===== src/rtl/sdbc_pkg.sv =====
// Shared constants for the battery-compensated solenoid duty unit.
// No dependencies; imported by the top level.
package sdbc_pkg;

  // Default full-scale duty, 0.1 percent units.
  localparam int DUTY_FULL_SCALE_DEF = 1000;

  // Field widths of the stream items and of the internal datapath.
  localparam int REQ_W  = 16;
  localparam int BATT_W = 16;
  localparam int POS_W  = 8;
  localparam int OUT_W  = 10;
  localparam int FIL_W  = 8;
  localparam int PREV_W = 12;
  localparam int SUM_W  = 17;
  localparam int MUL_W  = 10;

  // Battery filter constants.
  localparam int BATT_PREV_MAX = 3200;
  localparam int BATT_FIL_MAX  = 200;
  localparam int BATT_BIAS     = 10;
  localparam int BATT_DIV      = 20;
  // Sums from this value upwards filter to the ceiling of the range.
  localparam int BATT_SUM_SAT  = BATT_FIL_MAX * BATT_DIV;
  // Reciprocal of the filter divisor, 16 fractional bits; exact below the ceiling.
  localparam int BATT_RECIP    = 3277;

  // Actuator test scaling.
  localparam int TEST_MUL = 125;
  localparam int TEST_ADD = 16;
  localparam int TEST_SHR = 5;

  // Configuration register indexes.
  localparam logic [1:0] REG_CORR_EN = 2'd0;
  localparam logic [1:0] REG_NOMINAL = 2'd1;
  localparam logic [1:0] REG_DRV_MIN = 2'd2;
  localparam logic [1:0] REG_DRV_MAX = 2'd3;

  // Register reset values.
  localparam logic [7:0] NOMINAL_RST = 8'd135;
  localparam logic [9:0] DRV_MAX_RST = 10'd1000;

endpackage


===== src/rtl/solenoid_duty_battery_compensation_unit.sv =====
// Battery-compensated solenoid duty unit: stream in, stream out, APB registers.
// Depends on sdbc_pkg for constants and register indexes.
//
// One item in, one result out. Each item takes a filter step, then one or two
// passes through a shared bit-serial multiplier and a shared restoring divider
// that works out one quotient bit per cycle over a dividend of DVW = FW + 10
// bits, FW being the width of DUTY_FULL_SCALE (DVW is 20 at the default).
// The unit takes no new item until the previous one has left the mapping
// step. A new item is taken while the previous result still waits in the
// output register. Registers must be written only while the unit is idle;
// the unit itself does not enforce this.
module solenoid_duty_battery_compensation_unit #(
  parameter int DUTY_FULL_SCALE = sdbc_pkg::DUTY_FULL_SCALE_DEF
) (
  input  logic        clk,
  input  logic        rst,
  // Input stream.
  input  logic        s_tvalid,
  output logic        s_tready,
  // [15:0] duty_request, [31:16] battery_sample, [32] test_active,
  // [40:33] test_position, [47:41] zero
  input  logic [47:0] s_tdata,
  // Output stream.
  output logic        m_tvalid,
  input  logic        m_tready,
  // [9:0] drive_duty, [19:10] applied_duty, [29:20] corrected_duty,
  // [37:30] filtered_battery, [39:38] zero
  output logic [39:0] m_tdata,
  // Configuration port.
  input  logic        psel,
  input  logic        penable,
  input  logic        pwrite,
  input  logic [3:0]  paddr,
  input  logic [31:0] pwdata,
  output logic [31:0] prdata,
  output logic        pready
);

  import sdbc_pkg::*;

  localparam int FW  = $clog2(DUTY_FULL_SCALE + 1);
  localparam int DSW = (FW > FIL_W) ? FW : FIL_W;
  localparam int DVW = FW + MUL_W;
  localparam int MPW = DVW + 2;
  localparam int CW  = $clog2(DVW + 1);

  localparam logic [2:0] ST_IDLE = 3'd0;
  localparam logic [2:0] ST_FILT = 3'd1;
  localparam logic [2:0] ST_MUL  = 3'd2;
  localparam logic [2:0] ST_RND  = 3'd3;
  localparam logic [2:0] ST_DIV  = 3'd4;
  localparam logic [2:0] ST_CORR = 3'd5;
  localparam logic [2:0] ST_MAP  = 3'd6;

  // Configuration registers.
  logic             corr_en;
  logic [7:0]       nominal;
  logic [9:0]       drv_min;
  logic [9:0]       drv_max;

  // Control state.
  logic [2:0]       state;
  logic [CW-1:0]    cnt;
  logic             pass;
  logic [PREV_W-1:0] prev_batt;
  logic             out_valid;

  // Item data held through the computation.
  logic signed [SUM_W-1:0] sum;
  logic [FW-1:0]    capped;
  logic             test;
  logic [OUT_W-1:0] test_duty;
  logic [FIL_W-1:0] fil;
  logic [FW-1:0]    corr;

  // Serial arithmetic datapath.
  logic [FW-1:0]    mul_a;
  logic [MUL_W-1:0] mul_b;
  logic [DVW-1:0]   work;
  logic [DVW-1:0]   rnd;
  logic [DSW-1:0]   divisor;
  logic [DSW-1:0]   rem;

  // Output register.
  logic [OUT_W-1:0] o_drive;
  logic [OUT_W-1:0] o_applied;
  logic [OUT_W-1:0] o_corr;
  logic [FIL_W-1:0] o_fil;

  // Input fields.
  logic [REQ_W-1:0]         in_req;
  logic signed [BATT_W-1:0] in_batt;
  logic                     in_test;
  logic [POS_W-1:0]         in_pos;

  assign in_req  = s_tdata[15:0];
  assign in_batt = $signed(s_tdata[31:16]);
  assign in_test = s_tdata[32];
  assign in_pos  = s_tdata[40:33];

  logic accept;
  assign s_tready = (state == ST_IDLE);
  assign accept   = s_tvalid && s_tready;

  // Filter sum, clamped sample for the next item, capped request and test duty.
  logic signed [SUM_W-1:0]  sum_in;
  logic [PREV_W-1:0]        prev_next;
  logic [FW-1:0]            capped_in;
  logic [POS_W+7:0]         test_prod;

  always_comb begin
    sum_in = SUM_W'(in_batt) + $signed({{(SUM_W-PREV_W){1'b0}}, prev_batt})
             + SUM_W'(BATT_BIAS);
    if (in_batt < 0) begin
      prev_next = '0;
    end else if (in_batt > BATT_W'(BATT_PREV_MAX)) begin
      prev_next = PREV_W'(BATT_PREV_MAX);
    end else begin
      prev_next = in_batt[PREV_W-1:0];
    end
    if (in_req > REQ_W'(DUTY_FULL_SCALE)) begin
      capped_in = FW'(DUTY_FULL_SCALE);
    end else begin
      capped_in = in_req[FW-1:0];
    end
    test_prod = (POS_W+8)'(in_pos) * (POS_W+8)'(TEST_MUL) + (POS_W+8)'(TEST_ADD);
  end

  // Filtered battery: negative sums give zero, the top of the range saturates,
  // everything in between divides by a reciprocal multiply.
  logic [FIL_W-1:0] fil_calc;
  logic [23:0]      recip_prod;

  always_comb begin
    recip_prod = 24'(sum[11:0]) * 24'(BATT_RECIP);
    if (sum[SUM_W-1]) begin
      fil_calc = '0;
    end else if (sum >= SUM_W'(BATT_SUM_SAT)) begin
      fil_calc = FIL_W'(BATT_FIL_MAX);
    end else begin
      fil_calc = recip_prod[23:16];
    end
  end

  // Corrected duty chosen for the mapping pass: direct from the filter state,
  // or the capped quotient of the correction pass.
  logic [FW-1:0] corr_sel;
  logic          span_up;
  logic [9:0]    span;

  always_comb begin
    if (state == ST_FILT) begin
      corr_sel = corr_en ? '0 : capped;
    end else if (work > DVW'(DUTY_FULL_SCALE)) begin
      corr_sel = FW'(DUTY_FULL_SCALE);
    end else begin
      corr_sel = work[FW-1:0];
    end
    span_up = drv_max > drv_min;
    span    = span_up ? (drv_max - drv_min) : (drv_min - drv_max);
  end

  // One restoring divider step.
  logic [DSW:0] rem_sh;
  logic         q_bit;

  always_comb begin
    rem_sh = {rem, work[DVW-1]};
    q_bit  = rem_sh >= {1'b0, divisor};
  end

  // Mapping into the drive span, clamped between zero and full scale.
  logic signed [MPW-1:0] map_val;
  logic [FW-1:0]         drive_calc;

  always_comb begin
    if (span_up) begin
      map_val = $signed(MPW'(drv_min)) + $signed(MPW'(work));
    end else begin
      map_val = $signed(MPW'(drv_min)) - $signed(MPW'(work));
    end
    if (map_val < 0) begin
      drive_calc = '0;
    end else if (map_val > MPW'(DUTY_FULL_SCALE)) begin
      drive_calc = FW'(DUTY_FULL_SCALE);
    end else begin
      drive_calc = map_val[FW-1:0];
    end
  end

  // Sequencer and serial datapath.
  always_ff @(posedge clk) begin
    if (rst) begin
      state     <= ST_IDLE;
      cnt       <= '0;
      pass      <= 1'b0;
      prev_batt <= '0;
      out_valid <= 1'b0;
    end else begin
      // The mapping step refills the output register on its own.
      if (out_valid && m_tready && (state != ST_MAP)) begin
        out_valid <= 1'b0;
      end
      case (state)
        ST_IDLE: begin
          if (accept) begin
            sum       <= sum_in;
            prev_batt <= prev_next;
            capped    <= capped_in;
            test      <= in_test;
            test_duty <= test_prod[TEST_SHR+OUT_W-1:TEST_SHR];
            state     <= ST_FILT;
          end
        end
        ST_FILT: begin
          fil  <= fil_calc;
          work <= '0;
          cnt  <= '0;
          if (corr_en && (fil_calc != '0)) begin
            // Correction pass: capped * nominal / filtered, rounded.
            mul_a   <= capped;
            mul_b   <= MUL_W'(nominal);
            rnd     <= DVW'(fil_calc >> 1);
            divisor <= DSW'(fil_calc);
            pass    <= 1'b0;
          end else begin
            corr    <= corr_sel;
            mul_a   <= corr_sel;
            mul_b   <= span;
            rnd     <= DVW'(DUTY_FULL_SCALE / 2);
            divisor <= DSW'(DUTY_FULL_SCALE);
            pass    <= 1'b1;
          end
          state <= ST_MUL;
        end
        ST_MUL: begin
          // Shift-and-add, multiplier bits taken from the top.
          work  <= (work << 1) + (mul_b[MUL_W-1] ? DVW'(mul_a) : '0);
          mul_b <= mul_b << 1;
          cnt   <= cnt + 1'b1;
          if (cnt == CW'(MUL_W - 1)) begin
            state <= ST_RND;
          end
        end
        ST_RND: begin
          work  <= work + rnd;
          rem   <= '0;
          cnt   <= '0;
          state <= ST_DIV;
        end
        ST_DIV: begin
          if (q_bit) begin
            rem <= DSW'(rem_sh - {1'b0, divisor});
          end else begin
            rem <= rem_sh[DSW-1:0];
          end
          work <= {work[DVW-2:0], q_bit};
          cnt  <= cnt + 1'b1;
          if (cnt == CW'(DVW - 1)) begin
            state <= pass ? ST_MAP : ST_CORR;
          end
        end
        ST_CORR: begin
          // Mapping pass: corrected * span / full scale, rounded.
          corr    <= corr_sel;
          mul_a   <= corr_sel;
          mul_b   <= span;
          rnd     <= DVW'(DUTY_FULL_SCALE / 2);
          divisor <= DSW'(DUTY_FULL_SCALE);
          pass    <= 1'b1;
          work    <= '0;
          cnt     <= '0;
          state   <= ST_MUL;
        end
        ST_MAP: begin
          // Wait here until the output register is free.
          if (!out_valid || m_tready) begin
            o_drive   <= OUT_W'(drive_calc);
            o_applied <= test ? test_duty : OUT_W'(drive_calc);
            o_corr    <= OUT_W'(corr);
            o_fil     <= fil;
            out_valid <= 1'b1;
            state     <= ST_IDLE;
          end
        end
        default: begin
          state <= ST_IDLE;
        end
      endcase
    end
  end

  assign m_tvalid = out_valid;
  assign m_tdata  = {2'b00, o_fil, o_corr, o_applied, o_drive};

  // Configuration writes and reads.
  logic cfg_wr;
  assign cfg_wr = psel && penable && pwrite && pready;
  assign pready = 1'b1;

  always_ff @(posedge clk) begin
    if (rst) begin
      corr_en <= 1'b0;
      nominal <= NOMINAL_RST;
      drv_min <= '0;
      drv_max <= DRV_MAX_RST;
    end else if (cfg_wr) begin
      case (paddr[3:2])
        REG_CORR_EN: corr_en <= pwdata[0];
        REG_NOMINAL: nominal <= pwdata[7:0];
        REG_DRV_MIN: drv_min <= pwdata[9:0];
        REG_DRV_MAX: drv_max <= pwdata[9:0];
        default: begin
        end
      endcase
    end
  end

  always_comb begin
    case (paddr[3:2])
      REG_CORR_EN: prdata = 32'(corr_en);
      REG_NOMINAL: prdata = 32'(nominal);
      REG_DRV_MIN: prdata = 32'(drv_min);
      REG_DRV_MAX: prdata = 32'(drv_max);
      default:     prdata = '0;
    endcase
  end

`ifndef SYNTHESIS
  // Only one item is in flight: an accepted item blocks the input next cycle.
  a_one_in_flight: assert property (@(posedge clk) disable iff (rst)
    (s_tvalid && s_tready) |=> !s_tready)
    else $error("input accepted while an item is in progress");

  // A result only appears at the end of the mapping step.
  a_result_from_map: assert property (@(posedge clk) disable iff (rst)
    $rose(m_tvalid) |-> ($past(state) == ST_MAP))
    else $error("result raised outside the mapping step");

  // The divider remainder stays below the divisor.
  a_rem_bound: assert property (@(posedge clk) disable iff (rst)
    (state == ST_DIV) |-> (rem < divisor))
    else $error("divider remainder out of range");

  // The filtered battery never leaves its range.
  a_fil_range: assert property (@(posedge clk) disable iff (rst)
    m_tvalid |-> (o_fil <= FIL_W'(BATT_FIL_MAX)))
    else $error("filtered battery above its ceiling");
`endif

endmodule

===== config.mk =====
export PLATFORM = sky130hd
export DESIGN_NAME = solenoid_duty_battery_compensation_unit
export DESIGN_NICKNAME = d
export VERILOG_FILES = /design/src/rtl/sdbc_pkg.sv /design/src/rtl/solenoid_duty_battery_compensation_unit.sv
export SDC_FILE = /design/constraint.sdc
export NUM_CORES = 1
export LEC_CHECK = 0
export ABC_AREA = 1
export BUFFER_PORTS_ARGS = -buffer_cell sky130_fd_sc_hd__buf_2
export CORE_UTILIZATION = 45
export CTS_BUF_LIST = sky130_fd_sc_hd__clkbuf_4 sky130_fd_sc_hd__clkbuf_8 sky130_fd_sc_hd__clkbuf_16
export DETAILED_ROUTE_END_ITERATION = 16
export GPL_TIMING_DRIVEN = 0
export PLACE_DENSITY_LB_ADDON = 0.1
export SYNTH_ARGS = -nofsm -noshare
export SYNTH_HDL_FRONTEND = slang
export SYNTH_SLANG_ARGS = --single-unit

===== constraint.sdc =====
create_clock -name clk -period 9 [get_ports clk]
set_input_delay 2.7 -clock clk [delete_from_list [all_inputs] [get_ports clk]]
set_output_delay 2.7 -clock clk [all_outputs]
set_load 0.005 [all_outputs]

==> impl_metrics.csv, run 1 <==
group,metric,value,unit
status,status,"completed",
grt,grt_pass1_vias,15301,
power,p_seq_share,23.4,%
synth,syn_inst,2311,
setup_path,startpoint_type,"input pin",
place,portBuffers,108,
run,maxCapViolCount,0,
sta,worst_pin_slew,1.05,ns
setup_path,crit_buf_inv,3,
sta,final.setup_skew,0.0188,ns
sta,tns,0,ns
power,peakVddDrop,0.190,mV
cts,clockBufferDepth,3,
synth,synth_cell_types,57,
synth,yosys_register_bits,204,
synth,syn-cell-area,0.0181,mm²
drt,drt_iter0_drc,1033,
synth,syn_area_per_cell,7.84,µm²
cts,h-tree-depth,1,
cts,cts_tree,"yes",
setup_path,arrival,3.89,ns
setup_path,path_cells,"buf_2 > inv_1 > nor2_1 > nand2_1 > o221ai_1 > buf_2",
place,place_hpwl,41600,µm
drt,detail-route-antenna-nets,0,
synth,ys_async_sr_fraction,0,%
sta,setup_viol,0,
drt,viasPerCell,5.20,
floorplanning,die_x,203,µm
synth,yosys.area.top_type,"edfxtp_1",
finish,syn2layout_area_growth,12.4,%
synth,synth_top_flop_cell,"edfxtp_1",
grt,grt_overflow,0,
sta,fmax,0.152,GHz
cts,clk_latency,0.54,ns
setup_path,cp-end-kind,"output port",
sta,final_hold_viol_count,0,
drt,drt-total-wl,50300,µm
setup_path,regToRegStartpoint,"sum[4]",
place,placed_cells,2973,
setup_path,crit_top_cell,"buf_2",
place,gp_congestion,0.955,
synth,synth_edf_count,153,
floorplanning,start_util,45.6,%
cts,post_cts_buffers,0,
power,pwr_density_cell,288,mW/mm²
grt,grt_pass1_wl,80600,µm
setup_path,reg2reg_to,"corr[4]",
sta,finalMaxSlewViolations,0,
place,dp_slack,2.14,ns
synth,synth_top_cell_area_share,25.4,%
power,power.leakage,10.1,nW
power,p_total,5.86,mW
power,switching_share,47.5,%
hold_path,min_from,"corr[3]",
cts,root_buffer,"clkbuf_16",
hold_path,min_to,"o_corr[3]",
synth,ys_seq_area_share,31.0,%
cts,ctsResizeCount,0,
setup_path,reg2reg_depth,25,
power,cell_internal_pwr,3.08,mW
floorplanning,die_h,203,µm
synth,synth_area_leaders,"edfxtp_1 25%, ha_1 15%, nand2_1 11%",
sta,finalCritPeriodShare,73.2,%
hold_path,holdCritPathClass,"register to register",
finish,final_util,51.2,%
drt,drtPass1Iterations,6,
power,p_sw,2.78,mW
setup_path,crit_required,6.30,ns
sta,layout_min_cycle_time,6.59,ns
drt,route.vias.total,15696,
finish,final_nets,2855,
floorplanning,placementRows,73,
floorplanning,core-area,0.0397,mm²
sta,rsz0062_at_grt,"false",
cts,clock_sinks,204,
hold_path,hold_path_depth,0,
cts,path_clk_slew,0.06,ns
power,pwr-share-comb,58.8,%
synth,yosysWarnings,0,
grt,antenna_found_initial,0,
setup_path,cpLargestDelayFamily,"simple AND/OR/NAND/NOR gates",
drt,drt-wirelength-per-cell,16.7,µm
grt,grt_usage,24.8,%
setup_path,crit_path_max_fanout,9,
setup_path,slowest_stage,"nor2_1",
floorplanning,die_area,0.0411,mm²
sta,setup_ws,2.41,ns
grt,grt_max_degree,22,
setup_path,slowest_delay,0.51,ns
finish,n_antenna_cell,0,
cts,cts_hold_buf,0,
power,clkPwrFrac,17.8,%
setup_path,regToRegSetupSlack,3.11,ns
cts,tritoncts.num_buffers,25,
drt,drc,0,
setup_path,critical_path_class,"input pin to output port",
finish,fin_cells,3017,
sta,slew_headroom,30.1,%
finish,drive_above_1_share,9.43,%
floorplanning,ioPinCount,166,
-- power groups by stage --
stage	clock network, mW	registers [mW]	logic, mW
floorplan	0	1.33	2.55
global placement	0	1.39	3.36
detailed placement	0	1.39	3.41
CTS	1.06	1.37	3.44
global route	1.10	1.39	3.95
finish	1.05	1.37	3.44
-- cell usage in the layout, fill, tap and decap left out, drive strengths merged, types with 5 or more instances in the layout --
cell type / netlist / layout
clkinv: 3 / 10
nor2: 153 / 153
nor3: 23 / 23
a21o: 7 / 7
fa: 67 / 67
inv: 412 / 414
nand2: 545 / 545
o221ai: 15 / 15
o21bai: 6 / 6
o21ai: 118 / 118
ha: 222 / 222
xor2: 49 / 49
o211ai: 20 / 20
xnor2: 18 / 18
a21oi: 146 / 146
nand3: 158 / 158
a31oi: 5 / 5
buf: 48 / 162
edfxtp: 153 / 153
conb: 2 / 25
nand3b: 7 / 7
dfxtp: 51 / 51
clkbuf: 22 / 50
or2: 8 / 8
nand4: 19 / 19
-- synth_stat cells, drive strengths merged, types with 2 or more instances --
master   number
nor4          2
a41oi         2
conb          2
and2          2
fa           67
nor2        153
edfxtp      153
a211oi        2
a21oi       146
a21o          7
nand3b        7
a21boi        2
o22ai         4
o21bai        6
clkbuf       22
inv         412
o21a          3
a221oi        2
xor2         49
nand4        19
a31oi         5
ha          222
nand2       545
clkinv        3
xnor2        18
buf          48
nand3       158
o2111ai       4
nor3         23
o221ai       15
or2           8
o21ai       118
o211ai       20
o32ai         4
dfxtp        51
-- state kept, by name, indices dropped and copies added (netlist names), 3 cells and up --
register,cells
divisor,8
corr,10
state,3
drv_max,10
test_duty,10
drv_min,10
mul_b,10
o_fil,8
rem,10
fil,8
o_corr,10
nominal,8
mul_a,10
sum,17
work,20
o_applied,10
prev_batt,12
capped,10
o_drive,10
cnt,5
-- metal layers --
layer	part of all wire (%)	track usage, %
met2	47	42.0
met4	2.4	6.79
met5	0	0
met1	46	33.5
met3	5.1	2.46
-- how the worst max path moves through the flow --
stage | startpoint | endpoint | slack (ns) | depth (start not counted)
2_1_floorplan | s_tdata[33] | test_duty[8] | 2.50 | 20
3_3_place_gp | rst | o_drive[4] | 0.91 | 3
3_5_place_dp | s_tdata[35] | test_duty[8] | 2.14 | 21
4_1_cts | paddr[3] | prdata[4] | 2.46 | 5
5_1_grt | paddr[2] | prdata[4] | 2.33 | 6
6_report | paddr[2] | prdata[4] | 2.41 | 6
-- cell type report --
cell class	count	area (µm²)
inverters	415	1560
repair buffers	114	636
well taps	525	657
clock buffers	28	648
flip-flops and latches	204	5620
fillers	3951	19400
multi-input cells	1645	10600
clock inverters	16	196
plain buffers	70	408
-- logic make-up (layout without fill, tap and decap cells) --
group                      Yosys count  count (layout)  synth area share (%)
muxes                                1               1                0.0552
xor gates and xnor gates            67              67                  3.24
and+or+nand+nor                    918             918                  21.2
AOI/OAI and AO/OA                  345             345                  10.9
adders and majority gates          289             289                  22.7
other                                2              25                0.0414
buffers and inverters              485             643                  10.8
DFF                                204             204                  31.0
-- through the flow --
stage	hold slack, ns	area (µm²)
floorplan	0.400	18200
global placement	0.407	19400
detailed placement	0.406	19500
CTS	0.416	20400
global route	0.428	20400
finish	0.417	20400
Power figures use the tool's default switching activity.
==> inputs of run 2 (changes only) <==
clock period = 6 ns   (was 9 ns; I/O delays follow)
==> impl_metrics.csv, run 2 (synthesis gave the netlist of run 1 again) <==
group,metric,value,unit
status,status,"completed",
sta,layout_min_cycle_time,5.60,ns
power,p_total,8.84,mW
sta,slew_headroom,30.7,%
sta,finalCritPeriodShare,93.3,%
floorplanning,placementRows,73,
finish,layout_common_cells,"539 x nand2_1, 410 x inv_1, 222 x ha_1, 153 x edfxtp_1, 151 x nand3_1",
setup_path,crit_required,6.24,ns
run,maxCapViolCount,0,
power,cell_internal_pwr,4.65,mW
place,gp_congestion,0.955,
power,peakVddDrop,0.307,mV
setup_path,path_depth,26,
power,p_seq_share,23.2,%
grt,grt_pass1_vias,15293,
sta,fmax,0.179,GHz
sta,final_hold_viol_count,0,
power,pwr-share-comb,59.1,%
power,switching_share,47.4,%
setup_path,cpLargestDelayFamily,"adder cells",
floorplanning,die_x,203,µm
cts,path_clk_slew,0.06,ns
setup_path,startpoint_type,"register",
cts,cts_tree,"yes",
grt,grt_usage,24.8,%
setup_path,reg2reg_depth,26,
finish,n_antenna_cell,0,
sta,finalMaxSlewViolations,0,
place,dpl_cell_area,0.0195,mm²
place,portBuffers,108,
sta,setup_viol,0,
grt,grt_pass1_wl,80600,µm
setup_path,reg2reg_to,"corr[4]",
cts,h-tree-depth,1,
finish,final_nets,2870,
hold_path,holdCritPathClass,"register to register",
cts,clock_sinks,204,
setup_path,crit_buf_inv,8,
drt,drt_iter0_drc,1136,
drt,highest_layer,"met4",
drt,met3_length,2500,µm
drt,viasPerCell,5.18,
finish,largest_register_ffs,20,
finish,final_common_cell,"nand2_1",
drt,wl_met1,23000,µm
cts,root_buffer,"clkbuf_16",
drt,route.met2.wl,23700,µm
drt,drtPass1Iterations,5,
power,p_sw,4.19,mW
sta,final.setup_skew,0.0170,ns
power,power.leakage,10.2,nW
finish,final_area,0.0205,mm²
drt,detail-route-antenna-nets,0,
floorplanning,die_area,0.0411,mm²
setup_path,critical_path_class,"register to register",
cts,clk_latency,0.54,ns
setup_path,cp-end-kind,"register",
grt,grt_max_degree,22,
finish,top_register,"work",
sta,worst_pin_slew,1.04,ns
setup_path,slowest_delay,0.55,ns
setup_path,slowest_stage,"fa_1",
cts,clockBufferDepth,3,
finish,drive_above_1_share,10.2,%
finish,n_fill_cell,3940,
drt,route.vias.total,15720,
cts,tritoncts.num_buffers,25,
drt,drt-total-wl,50400,µm
sta,rsz0062_at_grt,"false",
grt,grt_overflow,0,
floorplanning,start_util,45.6,%
grt,antenna_found_initial,0,
place,dp_slack,0.0386,ns
sta,setup_ws,0.401,ns
floorplanning,core-area,0.0397,mm²
place,place_hpwl,41600,µm
setup_path,regToRegStartpoint,"sum[8]",
finish,syn2layout_area_growth,13.2,%
setup_path,crit_end,"corr[4]",
setup_path,crit_start,"sum[8]",
power,pwr_density_cell,431,mW/mm²
drt,drt-wirelength-per-cell,16.6,µm
floorplanning,ioPinCount,166,
drt,drc,0,
setup_path,arrival,5.84,ns
floorplanning,die_h,203,µm
finish,largest_registers,"work (20), sum (17), prev_batt (12)",
power,clkPwrFrac,17.7,%
setup_path,crit_path_max_fanout,10,
setup_path,regToRegSetupSlack,0.40,ns
run 2: cell count changes in the layout (fill, tap and decap cells not counted), sizes merged:
cell	previous run	this run
buf	162	175
clkbuf	50	52
clkinvlp	3	4
inv	414	413
run 2: repair_timing:
action,in CTS,in global routing
endpoints found under the setup margin,0,38
resized for setup,0,9
setup buffers,0,15
hold buffers,0,0
run 2: area by class of cell:
| cell class | count | area [µm²] | share of cell area [%] |
|---|---|---|---|
| Buffer | 70 | 413 | 2.01 |
| Clock buffer | 28 | 648 | 3.16 |
| Clock inverter | 16 | 196 | 0.958 |
| Inverter | 415 | 1560 | 7.61 |
| Multi-Input combinational cell | 1645 | 10700 | 52.0 |
| Sequential cell | 204 | 5620 | 27.4 |
| Tap cell | 525 | 657 | 3.20 |
| Timing Repair Buffer | 129 | 761 | 3.71 |
run 2: power by group through the flow:
stage / sequential [mW] / clock [mW] / combinational, mW
2_1_floorplan: 2.00 / 0 / 3.82
5_1_grt: 2.07 / 1.65 / 5.99
3_5_place_dp: 2.08 / 0 / 5.11
6_report: 2.05 / 1.56 / 5.23
3_3_place_gp: 2.09 / 0 / 5.03
4_1_cts: 2.05 / 1.60 / 5.15
run 2: worst min path at each step:
stage          startpoint  depth (start not counted)  slack [ns]        end
6_report          corr[3]                          0        0.41  o_corr[3]
3_5_place_dp      corr[1]                          0        0.41  o_corr[1]
4_1_cts            fil[6]                          0        0.42   o_fil[6]
5_1_grt            fil[3]                          0        0.43   o_fil[3]
2_1_floorplan     corr[0]                          0        0.40  o_corr[0]
3_3_place_gp      corr[9]                          0        0.41  o_corr[9]
run 2: per-layer routing:
layer / vias up / track usage (%)
met1: 7380 / 33.5
met5: - / 0
li1: 7868 / -
met4: 0 / 6.79
met3: 61 / 2.47
met2: 411 / 42.0
run 2: stage by stage:
stage	hold WS [ns]	std cells	utilization, %	setup TNS [ns]
2_1_floorplan	0.400	2334	-	0
3_3_place_gp	0.407	2967	48.8	-44.93
3_5_place_dp	0.406	2973	49.1	0
4_1_cts	0.416	3017	51.2	0
5_1_grt	0.428	3032	51.6	0
6_report	0.414	3032	51.6	0
